`config.mk`:
```
export PLATFORM = sky130hd
export DESIGN_NAME = bounded_deque_with_search
export DESIGN_NICKNAME = d
export VERILOG_FILES = /design/src/design/bds_pkg.sv /design/src/design/bds_ram.sv /design/src/design/bds_ctrl.sv /design/src/design/bds_dpath.sv /design/src/design/bounded_deque_with_search.sv
export VERILOG_INCLUDE_DIRS = /design/src /design/src/design
export SDC_FILE = /design/constraint.sdc
export NUM_CORES = 1
export LEC_CHECK = 0
export BUFFER_PORTS_ARGS = -buffer_cell sky130_fd_sc_hd__buf_4
export CAP_MARGIN = 15
export CORE_MARGIN = 10
export CORE_UTILIZATION = 55
export CTS_CLUSTER_DIAMETER = 50
export DETAILED_ROUTE_END_ITERATION = 8
export HOLD_SLACK_MARGIN = 0.08
export PLACE_DENSITY = 0.74
export SLEW_MARGIN = 20
export SYNTH_ARGS = -nofsm -noshare
export SYNTH_HDL_FRONTEND = slang
export SYNTH_HIERARCHICAL = 1
export SYNTH_SLANG_ARGS = --single-unit
```
`constraint.sdc`:
```
create_clock -name clk -period 5.7 [get_ports clk]
set_input_delay 0.855 -clock clk [delete_from_list [all_inputs] [get_ports clk]]
set_output_delay 0.855 -clock clk [all_outputs]
set_load 0.03 [all_outputs]
```
`src/design/bounded_deque_with_search_defines.svh`:
```
// Assertion macros used by the bounded deque top level.
// Each macro expects signals named clk and rst_n in the including scope.
`ifndef BOUNDED_DEQUE_WITH_SEARCH_DEFINES_SVH
`define BOUNDED_DEQUE_WITH_SEARCH_DEFINES_SVH

// The consequent must hold in the same cycle as the antecedent.
`define BDS_ASSERT_SAME(name, ante, cons, msg) \
    name: assert property (@(posedge clk) disable iff (!rst_n) (ante) |-> (cons)) \
        else $error(msg);

// The consequent must hold in the cycle after the antecedent.
`define BDS_ASSERT_NEXT(name, ante, cons, msg) \
    name: assert property (@(posedge clk) disable iff (!rst_n) (ante) |=> (cons)) \
        else $error(msg);

`endif

```
`src/design/bds_pkg.sv`:
```
// Package for the bounded deque with search: field widths, codes and the
// command and status structs between controller and datapath. No dependencies.
package bds_pkg;

    localparam int DEPTH_DEF     = 16;
    localparam int WORD_BITS_DEF = 32;

    localparam int FUNC_W    = 3;
    localparam int VALUE_W   = 32;
    localparam int STATUS_W  = 2;
    localparam int POS_W     = 4;
    localparam int CNT_OUT_W = 5;
    localparam int CAP_W     = 5;

    localparam int S_TDATA_W = 40;
    localparam int M_TDATA_W = 48;

    typedef enum logic [FUNC_W-1:0] {
        FN_PUSH_BACK  = 3'd0,
        FN_PUSH_FRONT = 3'd1,
        FN_POP_FRONT  = 3'd2,
        FN_POP_BACK   = 3'd3,
        FN_SEARCH     = 3'd4
    } func_t;

    typedef enum logic [STATUS_W-1:0] {
        STAT_DONE  = 2'd0,
        STAT_FULL  = 2'd1,
        STAT_EMPTY = 2'd2
    } status_t;

    typedef enum logic [2:0] {
        S_IDLE,
        S_POP_FIN,
        S_SRCH_RD,
        S_SRCH_CMP,
        S_EMIT
    } bds_state_t;

    typedef struct packed {
        logic take;
        logic at_front;
        logic push_exec;
        logic set_full;
        logic set_empty;
        logic pop_read;
        logic pop_finish;
        logic srch_hit;
        logic srch_next;
        logic emit;
    } bds_cmd_t;

    typedef struct packed {
        func_t in_func;
        func_t cur_func;
        logic  full;
        logic  empty;
        logic  k_end;
        logic  match;
        logic  out_free;
    } bds_stat_t;

endpackage

```
`src/design/bds_ram.sv`:
```
// Generic single-write, single-read RAM with a registered read port.
// No dependencies.
module bds_ram #(
    parameter int WIDTH = 32,
    parameter int DEPTH = 16
) (
    input  logic                     clk,
    input  logic                     we,
    input  logic [$clog2(DEPTH)-1:0] waddr,
    input  logic [WIDTH-1:0]         wdata,
    input  logic [$clog2(DEPTH)-1:0] raddr,
    output logic [WIDTH-1:0]         rdata
);

    logic [WIDTH-1:0] mem [DEPTH];
    logic [WIDTH-1:0] rdata_reg;

    always_ff @(posedge clk)
    begin
        if (we)
        begin
            mem[waddr] <= wdata;
        end
        rdata_reg <= mem[raddr];
    end

    assign rdata = rdata_reg;

endmodule

```
`src/design/bds_ctrl.sv`:
```
// Controller state machine of the bounded deque: sequences pushes, pops,
// searches and result hand-off. Depends on bds_pkg.
module bds_ctrl (
    input  logic                clk,
    input  logic                rst_n,
    input  logic                s_tvalid,
    output logic                s_tready,
    input  bds_pkg::bds_stat_t  stat,
    output bds_pkg::bds_cmd_t   cmd
);
    import bds_pkg::*;

    bds_state_t state_reg;
    bds_state_t state_next;

    always_ff @(posedge clk or negedge rst_n)
    begin
        if (!rst_n)
        begin
            state_reg <= S_IDLE;
        end
        else
        begin
            state_reg <= state_next;
        end
    end

    always_comb
    begin
        state_next = state_reg;
        case (state_reg)
            S_IDLE:
            begin
                if (s_tvalid)
                begin
                    case (stat.in_func)
                        FN_POP_FRONT, FN_POP_BACK:
                        begin
                            state_next = stat.empty ? S_EMIT : S_POP_FIN;
                        end
                        FN_SEARCH:
                        begin
                            state_next = S_SRCH_RD;
                        end
                        default:
                        begin
                            state_next = S_EMIT;
                        end
                    endcase
                end
            end
            S_POP_FIN:
            begin
                state_next = S_EMIT;
            end
            S_SRCH_RD:
            begin
                state_next = stat.k_end ? S_EMIT : S_SRCH_CMP;
            end
            S_SRCH_CMP:
            begin
                state_next = stat.match ? S_EMIT : S_SRCH_RD;
            end
            S_EMIT:
            begin
                if (stat.out_free)
                begin
                    state_next = S_IDLE;
                end
            end
            default:
            begin
                state_next = S_IDLE;
            end
        endcase
    end

    always_comb
    begin
        cmd      = '0;
        s_tready = 1'b0;
        case (state_reg)
            S_IDLE:
            begin
                s_tready = 1'b1;
                if (s_tvalid)
                begin
                    cmd.take = 1'b1;
                    case (stat.in_func)
                        FN_PUSH_BACK, FN_PUSH_FRONT:
                        begin
                            cmd.at_front  = (stat.in_func == FN_PUSH_FRONT);
                            cmd.set_full  = stat.full;
                            cmd.push_exec = !stat.full;
                        end
                        FN_POP_FRONT, FN_POP_BACK:
                        begin
                            cmd.at_front  = (stat.in_func == FN_POP_FRONT);
                            cmd.set_empty = stat.empty;
                            cmd.pop_read  = !stat.empty;
                        end
                        default:
                        begin
                        end
                    endcase
                end
            end
            S_POP_FIN:
            begin
                cmd.at_front   = (stat.cur_func == FN_POP_FRONT);
                cmd.pop_finish = 1'b1;
            end
            S_SRCH_CMP:
            begin
                cmd.srch_hit  = stat.match;
                cmd.srch_next = !stat.match;
            end
            S_EMIT:
            begin
                cmd.emit = stat.out_free;
            end
            default:
            begin
            end
        endcase
    end

endmodule

```
`src/design/bds_dpath.sv`:
```
// Datapath of the bounded deque: pointers, count, capacity, entry store,
// result and output registers. Depends on bds_pkg and bds_ram.
module bds_dpath #(
    parameter int DEPTH     = bds_pkg::DEPTH_DEF,
    parameter int WORD_BITS = bds_pkg::WORD_BITS_DEF
) (
    input  logic                          clk,
    input  logic                          rst_n,
    input  logic [bds_pkg::S_TDATA_W-1:0] s_tdata,
    output logic                          m_tvalid,
    input  logic                          m_tready,
    output logic [bds_pkg::M_TDATA_W-1:0] m_tdata,
    input  logic                          cfg_we,
    input  logic [bds_pkg::CAP_W-1:0]     cfg_data,
    input  bds_pkg::bds_cmd_t             cmd,
    output bds_pkg::bds_stat_t            stat
);
    import bds_pkg::*;

    localparam int PTR_W = $clog2(DEPTH);
    localparam int CNT_W = $clog2(DEPTH + 1);
    localparam int CMP_W = (CNT_W > CAP_W) ? CNT_W : CAP_W;
    localparam int KW    = (WORD_BITS < VALUE_W) ? WORD_BITS : VALUE_W;

    logic [PTR_W-1:0]   head_reg, head_next;
    logic [CNT_W-1:0]   count_reg, count_next;
    logic [CAP_W-1:0]   cap_reg;
    logic [CNT_W-1:0]   k_reg, k_next;
    func_t              func_reg;
    logic [VALUE_W-1:0] val_reg;

    status_t            res_status_reg;
    logic [VALUE_W-1:0] res_oval_reg;
    logic               res_found_reg;
    logic [POS_W-1:0]   res_pos_reg;

    logic               out_valid_reg;
    logic [M_TDATA_W-1:0] out_data_reg;

    logic [PTR_W-1:0]     head_inc, head_dec, back_slot, last_slot, srch_slot;
    logic [PTR_W-1:0]     ram_addr;
    logic [WORD_BITS-1:0] ram_rdata;
    logic [WORD_BITS-1:0] in_word;
    logic [WORD_BITS-1:0] key_word;
    logic [CMP_W-1:0]     count_ext, cap_ext, k_ext;
    logic [VALUE_W-1:0]   in_value;
    logic                 out_free;

    function automatic logic [PTR_W-1:0] wrap(input logic [PTR_W:0] s);
        logic [PTR_W:0] r;
        r = (s >= (PTR_W + 1)'(DEPTH)) ? s - (PTR_W + 1)'(DEPTH) : s;
        return r[PTR_W-1:0];
    endfunction

    assign in_value = s_tdata[FUNC_W +: VALUE_W];
    assign in_word  = WORD_BITS'(in_value[KW-1:0]);
    assign key_word = WORD_BITS'(val_reg[KW-1:0]);

    assign head_inc  = (head_reg == PTR_W'(DEPTH - 1)) ? '0 : head_reg + PTR_W'(1);
    assign head_dec  = (head_reg == '0) ? PTR_W'(DEPTH - 1) : head_reg - PTR_W'(1);
    assign back_slot = wrap((PTR_W + 1)'(head_reg) + (PTR_W + 1)'(count_reg));
    assign last_slot = wrap((PTR_W + 1)'(head_reg) + (PTR_W + 1)'(count_reg - CNT_W'(1)));
    assign srch_slot = wrap((PTR_W + 1)'(head_reg) + (PTR_W + 1)'(k_reg));

    always_comb
    begin
        if (cmd.push_exec)
        begin
            ram_addr = cmd.at_front ? head_dec : back_slot;
        end
        else if (cmd.pop_read)
        begin
            ram_addr = cmd.at_front ? head_reg : last_slot;
        end
        else
        begin
            ram_addr = srch_slot;
        end
    end

    bds_ram #(
        .WIDTH (WORD_BITS),
        .DEPTH (DEPTH)
    ) u_store (
        .clk   (clk),
        .we    (cmd.push_exec),
        .waddr (ram_addr),
        .wdata (in_word),
        .raddr (ram_addr),
        .rdata (ram_rdata)
    );

    assign count_ext = CMP_W'(count_reg);
    assign cap_ext   = CMP_W'(cap_reg);
    assign k_ext     = CMP_W'(k_reg);
    assign out_free  = !out_valid_reg || m_tready;

    always_comb
    begin
        stat.in_func  = func_t'(s_tdata[FUNC_W-1:0]);
        stat.cur_func = func_reg;
        stat.full     = (count_reg == CNT_W'(DEPTH))
                        || ((cap_reg != '0) && (count_ext >= cap_ext));
        stat.empty    = (count_reg == '0);
        stat.k_end    = (k_reg == count_reg);
        stat.match    = (ram_rdata == key_word);
        stat.out_free = out_free;
    end

    always_comb
    begin
        head_next  = head_reg;
        count_next = count_reg;
        k_next     = k_reg;
        if (cmd.take)
        begin
            k_next = '0;
        end
        if (cmd.push_exec)
        begin
            count_next = count_reg + CNT_W'(1);
            if (cmd.at_front)
            begin
                head_next = head_dec;
            end
        end
        if (cmd.pop_finish)
        begin
            count_next = count_reg - CNT_W'(1);
            if (cmd.at_front)
            begin
                head_next = head_inc;
            end
        end
        if (cmd.srch_next)
        begin
            k_next = k_reg + CNT_W'(1);
        end
    end

    always_ff @(posedge clk or negedge rst_n)
    begin
        if (!rst_n)
        begin
            head_reg      <= '0;
            count_reg     <= '0;
            cap_reg       <= '0;
            k_reg         <= '0;
            out_valid_reg <= 1'b0;
        end
        else
        begin
            head_reg  <= head_next;
            count_reg <= count_next;
            k_reg     <= k_next;
            if (cfg_we)
            begin
                cap_reg <= cfg_data;
            end
            if (cmd.emit)
            begin
                out_valid_reg <= 1'b1;
            end
            else if (m_tready)
            begin
                out_valid_reg <= 1'b0;
            end
        end
    end

    always_ff @(posedge clk)
    begin
        if (cmd.take)
        begin
            func_reg       <= stat.in_func;
            val_reg        <= in_value;
            res_oval_reg   <= '0;
            res_found_reg  <= 1'b0;
            res_pos_reg    <= '0;
            if (cmd.set_full)
            begin
                res_status_reg <= STAT_FULL;
            end
            else if (cmd.set_empty)
            begin
                res_status_reg <= STAT_EMPTY;
            end
            else
            begin
                res_status_reg <= STAT_DONE;
            end
        end
        if (cmd.pop_finish)
        begin
            res_oval_reg <= VALUE_W'(ram_rdata[KW-1:0]);
        end
        if (cmd.srch_hit)
        begin
            res_found_reg <= 1'b1;
            res_pos_reg   <= k_ext[POS_W-1:0];
            res_oval_reg  <= VALUE_W'(key_word[KW-1:0]);
        end
        if (cmd.emit)
        begin
            out_data_reg <= M_TDATA_W'({count_ext[CNT_OUT_W-1:0], res_pos_reg,
                                        res_found_reg, res_oval_reg, res_status_reg});
        end
    end

    assign m_tvalid = out_valid_reg;
    assign m_tdata  = out_data_reg;

endmodule

```
`src/design/bounded_deque_with_search.sv`:
```
// Top level of the bounded double-ended queue with search by equality.
// Depends on bds_pkg, bds_ctrl, bds_dpath, bds_ram and the defines header.
//
// The block holds up to DEPTH words in a circular store and takes one
// operation per input beat: push back, push front, pop front, pop back or
// search from the front; unused codes return the current count. Each beat
// yields one result beat with status, value, found flag, position and
// count. A pop of a non-empty deque passes through the extra S_POP_FIN
// state because of the registered store read, and a search examines one
// entry at a time through the single store read port, in the states
// S_SRCH_RD and S_SRCH_CMP.
// The next input beat is taken once the result has moved to the output
// register, which holds it while the output side stalls. The capacity
// register may be written at any time the block is idle; zero or a value
// above DEPTH allows the full depth.
`include "bounded_deque_with_search_defines.svh"

module bounded_deque_with_search #(
    parameter int DEPTH     = bds_pkg::DEPTH_DEF,
    parameter int WORD_BITS = bds_pkg::WORD_BITS_DEF
) (
    input  logic                          clk,
    input  logic                          rst_n,
    // s_tdata: func [2:0], value [34:3], zero fill [39:35]
    input  logic                          s_tvalid,
    output logic                          s_tready,
    input  logic [bds_pkg::S_TDATA_W-1:0] s_tdata,
    // m_tdata: status [1:0], out_value [33:2], found [34], position [38:35],
    // count_after [43:39], zero fill [47:44]
    output logic                          m_tvalid,
    input  logic                          m_tready,
    output logic [bds_pkg::M_TDATA_W-1:0] m_tdata,
    input  logic                          cfg_we,
    input  logic [bds_pkg::CAP_W-1:0]     cfg_data
);
    import bds_pkg::*;

    localparam int OFS_VALUE = STATUS_W;
    localparam int OFS_FOUND = OFS_VALUE + VALUE_W;
    localparam int OFS_POS   = OFS_FOUND + 1;
    localparam int OFS_CNT   = OFS_POS + POS_W;

    bds_cmd_t  cmd;
    bds_stat_t stat;

    bds_ctrl u_ctrl (
        .clk      (clk),
        .rst_n    (rst_n),
        .s_tvalid (s_tvalid),
        .s_tready (s_tready),
        .stat     (stat),
        .cmd      (cmd)
    );

    bds_dpath #(
        .DEPTH     (DEPTH),
        .WORD_BITS (WORD_BITS)
    ) u_dpath (
        .clk      (clk),
        .rst_n    (rst_n),
        .s_tdata  (s_tdata),
        .m_tvalid (m_tvalid),
        .m_tready (m_tready),
        .m_tdata  (m_tdata),
        .cfg_we   (cfg_we),
        .cfg_data (cfg_data),
        .cmd      (cmd),
        .stat     (stat)
    );

    `BDS_ASSERT_SAME(a_emit_free, cmd.emit, !m_tvalid || m_tready, "result overwrote a pending beat")
    `BDS_ASSERT_SAME(a_empty_not_full, stat.empty, !stat.full, "empty queue reported full")
    `BDS_ASSERT_SAME(a_found_pos, m_tvalid && m_tdata[OFS_FOUND],
        (m_tdata[STATUS_W-1:0] == STAT_DONE)
        && (m_tdata[OFS_POS +: POS_W] < m_tdata[OFS_CNT +: CNT_OUT_W]),
        "search hit with bad status or position")
    `BDS_ASSERT_NEXT(a_take_leaves_idle, cmd.take, !s_tready, "accepted beat did not start work")

endmodule

```
Yosys cells after proc, flatten, opt, wreduce, memory -nomap -nowiden
Memory sizes are Yosys's and may differ from the RTL's. A register that Yosys moved wholly into a read port is not among the register bits.
Cells that the tools add are included.
- $lt $le $gt $ge: 4
- add/sub/neg operators: 11
- multiply operators: 0
- bitwise logic cells: 0
- shift-type cells: 0
- reductions and logical operators: 20
- multiplexer cells: 45
- divide/modulo/power cells: 0
- eq/ne operators: 15
- operators with widths (kind ; number):
    32-bit 2-to-1 mux ; 3
    4-bit 2-to-1 mux ; 16
    32-bit == test ; 1
    5-bit 2-to-1 mux ; 4
    4-bit by 1-bit subtractor with 4-bit output, second input constant ; 4
    4-bit by 5-bit adder with 5-bit output ; 3
    3-bit by 2-bit == test with 1-bit output, second input constant ; 5
    5-bit greater-or-equal comparator, second input constant ; 3
    3-bit 2-to-1 mux ; 5
    3-bit one-hot mux with 5 select lines ; 1
    5-bit by 1-bit adder with 5-bit output, second input constant ; 2
    1-bit 2-to-1 mux ; 8
    2-bit 2-to-1 mux ; 4
    2-bit nonzero test ; 4
    3-bit by 1-bit == test with 1-bit output, second input constant ; 2
    3-bit == test, second input constant ; 2
    3-bit zero test ; 2
    6-bit 2-to-1 mux ; 1
    3-bit one-hot mux with 2 select lines ; 1
    5-bit == test ; 1
    5-bit == test, second input constant ; 1
    5-bit greater-or-equal comparator ; 1
    5-bit zero test ; 1
    5-bit nonzero test ; 1
    other kinds (13) ; 19
- bits of input ports: 50
- latch bits: 0
- flip-flop bits (word level): 141
- output and inout port bits: 50
- memories: 1
- bits in writable memories: 512
- bits in read-only memories: 0
- memories (memory ; depth ; bits a word ; rd ports ; clocked after Yosys merged registers in ; wr ports ; line ; RTL):
    u_dpath.u_store.mem ; 16 ; 32 ; 1 ; 1 ; 1 ; bds_ram.sv:15 ; logic [WIDTH-1:0] mem [DEPTH];

Logic depth before layout (Yosys ltp)
Gate-level depths: netlist (run 1).
- depth after elaboration: 11
- gate-level depth with buffers: 17
- mapped depth without buffers: 14

By module
Netlist (run 1), hierarchy kept.
- modules (own cells, without submodules) (module ; area an instance (sq um) ; instances ; cells each):
    bds_ram ; 19836.5 ; 1 ; 838
    bds_dpath ; 6077.1 ; 1 ; 428
    bds_ctrl ; 291.5 ; 1 ; 40

Worst setup path before layout (run 1)
No wires, ideal clock.
- kind: reg-to-reg
- start point: register u_dpath.count_reg[0], in the netlist u_dpath/count_ext[0]
- end point: memory u_dpath.u_store.mem[0][0], enable pin
- library setup time: 461 ps
- stages on the path, launching flop included: 14
- clock period less this slack: 6023 ps
- buffers on the path: 2
- slack: -323 ps
- data arrival time: 5562 ps
- cell sequence: dfrtp_1 -> inv_1 -> ha_1 -> nand2b_1 -> a21o_1 -> a21o_1 -> a21oi_1 -> o21ai_0 -> nor3_1 -> clkbuf_1 -> buf_1 -> a21oi_1 -> or3b_2 -> nor3_1
- RTL lines (item ; line ; RTL):
    start: declaration ; bds_dpath.sv:26 ; logic [CNT_W-1:0] count_reg, count_next;
    start signal: assignment ; bds_dpath.sv:154 ; count_reg <= count_next;
    end: declaration ; bds_ram.sv:15 ;

==> results of run 1 <==
-- critical path: cells and delay by family, from the launching register on --
kind | cells | cell delay (ns)
simple gates | 4 | 1.61
buf+inv | 3 | 0.73
fa+ha+maj | 1 | 0.31
flops | 1 | 0.51
compound gates | 6 | 1.30
-- through the flow --
stage	util (%)	hold WS [ns]	worst slack (ns)	cells	power (mW)
finish	64.6	0.157	0.882	2102	14.0
global route	64.6	0.161	0.546	2102	14.6
CTS	64.6	0.139	0.809	2102	14.1
detailed placement	59.7	0.406	0.894	1972	9.62
global placement	59.7	0.402	0.999	1972	9.54
floorplan	-	0.400	0.548	1309	8.50
-- worst min-delay path by stage --
| stage | slack, ns | depth (start not counted) | endpoint | from |
|---|---|---|---|---|
| after floorplan | 0.40 | 0 | u_dpath/m_tdata[0] | u_dpath/res_status_reg[0] |
| after global placement | 0.40 | 0 | u_dpath/m_tdata[0] | u_dpath/res_status_reg[0] |
| after detailed placement | 0.41 | 0 | u_dpath/m_tdata[28] | u_dpath/res_oval_reg[26] |
| after CTS | 0.14 | 1 | u_dpath/cap_ext[4] | rst_n |
| after global routing | 0.16 | 1 | u_dpath/cap_ext[4] | rst_n |
| final | 0.16 | 1 | u_dpath/cap_ext[4] | rst_n |
-- power by group --
group          switching [mW]  internal, mW  total, mW
logic                    1.90          1.25       3.14
registers               0.289          6.08       6.37
clock network            1.91          2.61       4.51
total                    4.09          9.93       14.0
-- cell families after synthesis --
logic type,count (synthesis)
mux,137
flops,685
other cells,1
simple gates,168
fa+ha+maj,23
compound gates,151
xor+xnor,51
buf+inv,90
-- layout make-up --
| cell class | instances | area [µm²] | area share, % |
|---|---|---|---|
| well taps | 607 | 759 | 2.51 |
| flip-flops and latches | 685 | 20100 | 66.5 |
| multi-input cells | 534 | 5870 | 19.4 |
| clock inverters | 44 | 383 | 1.26 |
| inverters | 16 | 60.1 | 0.198 |
| clock buffers | 86 | 1910 | 6.32 |
| repair buffers | 130 | 1180 | 3.88 |
-- synth_stat cells (all sizes together) (16+ instances only) --
cell and number:
a22o 31, a22oi 64, buf 38, clkbuf 36, dfrtp 23, dfxtp 33
edfxtp 629, ha 20, inv 16, mux4 128, nand2 62, nor2 35
xor2 39
-- metal layers --
metal / up-vias / track usage (%) / wire (µm)
met5: - / 0.779 / 80
met3: 114 / 4.83 / 5440
met4: 6 / 7.44 / 1560
met1: 6815 / 27.5 / 22500
met2: 592 / 32.3 / 27900
li1: 5582 / - / -
==> results.md, run 1 <==
- Status: complete, no violations
- Max-slew violation count: 0
- Post-synth EDFFs: 629
- Routed WL: 57400 µm
- Setup TNS: 0 ns
- Buffers on Ports: 90
- Final setup violating endpoints: 0
- Pwr dens: 463 nW/µm²
- XOR/XNOR Fraction of Synth Area: 1.70%
- Synth top area cells: edfxtp_1 72%, mux4_2 11%, dfxtp_1 2.5%
- Post-DP Area: 28000 µm²
- Max-slew headroom: 27.8%
- H-tree depth: 3
- Fillers: 3085
- Tmin final: 4.82 ns
- Avg WL per Cell: 27.3 µm
- Most frequent CP cell: a21oi_1
- Yosys warnings: 6
- Adder-cell share of the synthesized area: 1.18%
- Largest net degree at the start of global routing: 103
- Post_cts resized: 0
- Final Hold Fails: 0
- Max Clock Skew: 0.0239 ns
- Initial Utilization: 55.9%
- TritonRoute pass-1 iters: 5
- GPL Wtd Cong: 0.800
- Achievable Freq: 208 MHz
- Main combinational cell family by area after synthesis: multiplexers
- Core Footprint: 46900 µm²
- Least-Margin Pin Slew: 1.08 ns
- RSZ-0062 raised after global routing: false
- Crit share post-route: 84.5%
- Worst setup EP type: flip-flop
- Fraction of the yosys area taken by sequential cells: 76.8%
- Vias/cell: 6.24
- Total congestion overflow: 0
- Ys async rst share: 3.36%
- Max Cap Viol: 0
- Ant diodes: 0
- Crit Path Max Fanout: 22
- Top cell type's share of synthesized area: 72.1%
- Worst endpoint data arrival time: 5.09 ns
- Ports: 100
- Layout cells sized above 1: 27.5%
- GRT Total Usage: 20.5%
- Worst vdd ir: 295 µV
- Die Y: 238 µm
- Die width: 238 µm
- Post-route cell area: 30300 µm²
- Initial antenna violation count: 2
- Synth unique cells: 53
- Post-Synthesis Cells: 1306
- Sink Count: 685
- Buffer count from post-CTS setup fixing: 0
- Reg with most FFs: u_dpath/u_store/mem
- CP max stage delay: 0.63 ns
- CP max-delay cell: a21oi_1
- DRC: 0
- CTS Hold Bufs: 0
- Mux contribution to synthesized area: 11.4%
- Crit-path cells: inv_1, ha_1, nand2b_1, a21o_1, a21o_1, a21oi_1, o21ai_0, nor3_2, buf_4, a21oi_1, a21oi_1, nand3_1, nor2_4, buf_12
- Number of synthesized register bits: 685
- Area growth, synth to finish: 15.6%
- Leading cell type in the layout, fill and taps excluded: edfxtp_1
- Largest area contributor in the netlist: edfxtp_1
- Routed Antenna Nets: 0
- Worst r2r dst: u_dpath/u_store/mem[13][17]
- Clock Tree Buf Depth: 3
- Pleak: 9.99 nW
- CTS Buf Count: 71
- Clk_lat worst skew: 0.60 ns
- R2r setup slk: 0.88 ns
- Post-DP HPWL: 31500 µm
- Critical Path Start Type: flip-flop
- Via Count: 13100
- DRT iter0 DRCs: 1318
- Cell Rows: 79
- Avg Inst Size Synth: 20.1 µm²
- Worst EP required: 5.97 ns
- Post-synthesis cell area: 26200 µm²
- CTS tree: yes
- CP Capture Point: u_dpath/u_store/mem[13][17]
- Worst-path clk slew: 0.06 ns
- Root buf cell: clkbuf_16
- CP startpoint: u_dpath/count_ext[0]
- Hold crit path type: in2async
- Die ar.: 56800 µm²
- Ys flop type: edfxtp_1
- Max FFs per register: 512
- Register-to-Register Path Depth: 14
- Synth Area in Compound Gates: 4.23%
- Most frequent cells in the layout: 629 x edfxtp_1, 128 x mux4_2, 114 x buf_4
- RR Startpoint: u_dpath/count_ext[0]
- Global-route wire length before repair: 85600 µm
- Critical path type: reg2reg
- Vias in the first global route: 13300
- Simple-gate share of the synthesized area: 3.11%
- Fin nets: 1511
Note: power is estimated with default switching activity, not from simulation.
==> inputs of run 2 (changes only) <==
--- a/config.mk
+++ b/config.mk
@@ -6,6 +6,7 @@
 export SDC_FILE = /design/constraint.sdc
 export NUM_CORES = 1
 export LEC_CHECK = 0
+export ABC_AREA = 1
 export BUFFER_PORTS_ARGS = -buffer_cell sky130_fd_sc_hd__buf_4
 export CAP_MARGIN = 15
 export CORE_MARGIN = 10
==> constraint.sdc (replaced) <==
create_clock -name clk -period 4.3 [get_ports clk]
set_input_delay 0.645 -clock clk [delete_from_list [all_inputs] [get_ports clk]]
set_output_delay 0.645 -clock clk [all_outputs]
set_load 0.03 [all_outputs]
==> results.md, run 2 <==
- Tmin final: 3.97 ns (was 4.82 ns)
- CTS tree: yes (unchanged)
- Final setup margin: 0.332 ns (was 0.882 ns)
- Post-synth EDFFs: 629 (unchanged)
- Cell Rows: 84 (was 79)
- Setup slack at placement: 0.0425 ns (was 0.894 ns)
- Fraction of the yosys area taken by sequential cells: 68.6% (was 76.8%)
- Hold crit path type: in2reg (was in2async)
- Largest net degree at the start of global routing: 100 (was 103)
- Core Footprint: 52700 µm² (was 46900 µm²)
- Ports: 100 (unchanged)
- Avg WL per Cell: 19.3 µm (was 27.3 µm)
- Sink Count: 685 (unchanged)
- Leading cell type in the layout, fill and taps excluded: nand2_1 (was edfxtp_1)
- Worst setup EP type: flip-flop (unchanged)
- Initial antenna violation count: 0 (was 2)
- Via Count: 19700 (was 13100)
- TritonRoute pass-1 iters: 6 (was 5)
- GPL Wtd Cong: 0.867 (was 0.800)
- Final Hold Fails: 0 (unchanged)
- Ys flop type: edfxtp_1 (unchanged)
- Most frequent cells in the layout: 797 x nand2_1, 629 x edfxtp_1, 463 x inv_1 (was 629 x edfxtp_1, 128 x mux4_2, 114 x buf_4)
- Achievable Freq: 252 MHz (was 208 MHz)
- Critical Path Start Type: flip-flop (unchanged)
- Status: complete, no violations (unchanged)
- Layout cells sized above 1: 11.5% (was 27.5%)
- Die ar.: 63000 µm² (was 56800 µm²)
- Ys async rst share: 3.36% (unchanged)
- Clock Tree Buf Depth: 3 (unchanged)
- Post-synthesis cell area: 29300 µm² (was 26200 µm²)
- Initial Utilization: 55.7% (was 55.9%)
- Least-Margin Pin Slew: 0.889 ns (was 1.08 ns)
- Clk_lat worst skew: 0.60 ns (about the same)
- Avg Inst Size Synth: 10.7 µm² (was 20.1 µm²)
- Ant diodes: 0 (unchanged)
- Max FFs per register: 512 (unchanged)
- Hold Worst Slack: 0.238 ns (was 0.157 ns)
- Die width: 251 µm (was 238 µm)
- Top cell type's share of synthesized area: 64.4% (was 72.1%)
- Final setup violating endpoints: 0 (unchanged)
- Post-Synthesis Cells: 2729 (was 1306)
- Pwr dens: 669 nW/µm² (was 463 nW/µm²)
- Reg with most FFs: u_dpath/u_store/mem (unchanged)
- Global-route wire length before repair: 108000 µm (was 85600 µm)
- Fin nets: 2930 (was 1511)
- Largest area contributor in the netlist: edfxtp_1 (unchanged)
- Worst vdd ir: 528 µV (was 295 µV)
- Setup TNS: 0 ns (unchanged)
- Post-DP HPWL: 40500 µm (was 31500 µm)
- Crit Path Max Fanout: 47 (was 22)
- Routed Antenna Nets: 0 (unchanged)
- Yosys warnings: 6 (unchanged)
- Non-filler cells, final: 3604 (was 2102)
- Cells after DPL: 3463 (was 1972)
- Worst endpoint data arrival time: 4.44 ns (was 5.09 ns)
- Routed WL: 69700 µm (was 57400 µm)
- Buffers on Ports: 90 (unchanged)
- Number of synthesized register bits: 685 (unchanged)
- Synth top cells by count: 798 x nand2_1, 629 x edfxtp_1, 464 x inv_1 (was 629 x edfxtp_1, 128 x mux4_2, 64 x a22oi_1)
- Worst EP required: 4.78 ns (was 5.97 ns)
- Synth top area cells: edfxtp_1 64%, nand2_1 10%, nand3_1 7.4% (was edfxtp_1 72%, mux4_2 11%, dfxtp_1 2.5%)
- Max Cap Viol: 0 (unchanged)
- Critical path type: reg2reg (unchanged)
- Worst-path clk slew: 0.06 ns (about the same)
- Pleak: 14.3 nW (was 9.99 nW)
- RSZ-0062 raised after global routing: false (unchanged)
- Vias/cell: 5.45 (was 6.24)
- DRT iter0 DRCs: 1915 (was 1318)
- Total congestion overflow: 0 (unchanged)
- Die Y: 251 µm (was 238 µm)
- CTS Buf Count: 71 (unchanged)
- Crit share post-route: 92.3% (was 84.5%)
- Max Clock Skew: 0.0164 ns (was 0.0239 ns)
- Root buf cell: clkbuf_16 (unchanged)
- Vias in the first global route: 19800 (was 13300)
- Area growth, synth to finish: 14.6% (was 15.6%)
- Count leader, synth: nand2_1 (was edfxtp_1)
- H-tree depth: 3 (unchanged)
- DRC: 0 (unchanged)
- Max-slew headroom: 40.6% (was 27.8%)
- Max-slew violation count: 0 (unchanged)
- Synth unique cells: 44 (was 53)
- GRT Total Usage: 21.7% (was 20.5%)
-- run 2: cell count changes after synthesis, sizes merged, moves of 64 or more --
cell,previous run,this run
nand3,10,433
buf,38,108
a22oi,64,0
inv,16,473
mux4,128,0
nand2,62,801
-- run 2: layout make-up --
type / count / area [µm²]
tap: 688 / 861
timing repair buffer: 180 / 1670
inverter: 474 / 1800
multi-input combinational: 1445 / 6780
clock buffer: 85 / 1930
sequential: 685 / 20100
fill: 3784 / 19000
clock inverter: 47 / 434
-- run 2: repair_timing --
action	in CTS	in global routing
setup endpoints to repair	1	136
hold endpoints to repair	23	0
gates cloned	0	1
hold buffers	1	0
setup buffers	0	7
pin swaps	1	3
resized for setup	0	8
-- run 2: worst max-delay path, cell delays in order (launching register included) --
cell,delay [ns]
dfrtp_1,0.34
inv_1,0.06
ha_1,0.29
o21ai_0,0.16
nand2_1,0.08
nand2_1,0.06
nand2_1,0.04
a21oi_1,0.12
nor2_1,0.05
o21ai_0,0.19
nand2_1,0.12
nor3_2,0.42
nor2_1,0.15
a221oi_4,0.52
buf_6,0.35
inv_6,0.18
buf_12,0.25
nand3_1,0.12
nand3_1,0.08
nand3_1,0.14
nand2_1,0.08
-- run 2: final timing paths --
kind                            slack (ns)                   endpoint                startpoint  depth (start not counted)
worst max-delay path                  0.33  u_dpath/u_store/rdata[21]      u_dpath/count_ext[0]                         20
worst min-delay path                  0.24        u_dpath/func_reg[0]                s_tdata[0]                          1
min in group asynchronous             0.49        u_ctrl/state_reg[0]                     rst_n                          2
worst min register to register        0.42        u_dpath/m_tdata[13]  u_dpath/res_oval_reg[11]                          0
worst max register to register        0.33  u_dpath/u_store/rdata[21]      u_dpath/count_ext[0]                         20
max in group asynchronous             3.56           u_dpath/k_ext[0]                     rst_n                          2
-- run 2: where the power goes --
part           internal [mW]  switching (mW)  leakage, nW  total (mW)
registers               8.18           0.352         6.29        8.54
clock network           3.61            2.54         1.18        6.15
logic                   2.39            5.42         6.78        7.81
-- run 2: logic make-up after synthesis --
| family | share of synthesized area [%] |
|---|---|
| buf+inv | 8.93 |
| compound gates | 1.37 |
| flops | 68.6 |
| simple gates | 19.0 |
| other cells | 0.0128 |
| mux | 0.0384 |
| xor+xnor | 0.986 |
| fa+ha+maj | 1.06 |
-- run 2: metrics by stage --
step	power [mW]	cell area, µm²	util (%)
finish	22.5	33600	63.8
global route	23.7	33600	63.8
CTS	22.4	33500	63.6
detailed placement	16.3	31100	59.1
global placement	16.0	31100	59.1
floorplan	14.2	29400	-
-- run 2: layer usage --
metal | GRT usage, % | routed length [µm] | up-vias
met5 | 0 | 0 | -
met4 | 10.4 | 2350 | 0
met3 | 3.71 | 5690 | 173
met2 | 37.6 | 35500 | 915
met1 | 26.0 | 26100 | 9410
li1 | - | - | 9161
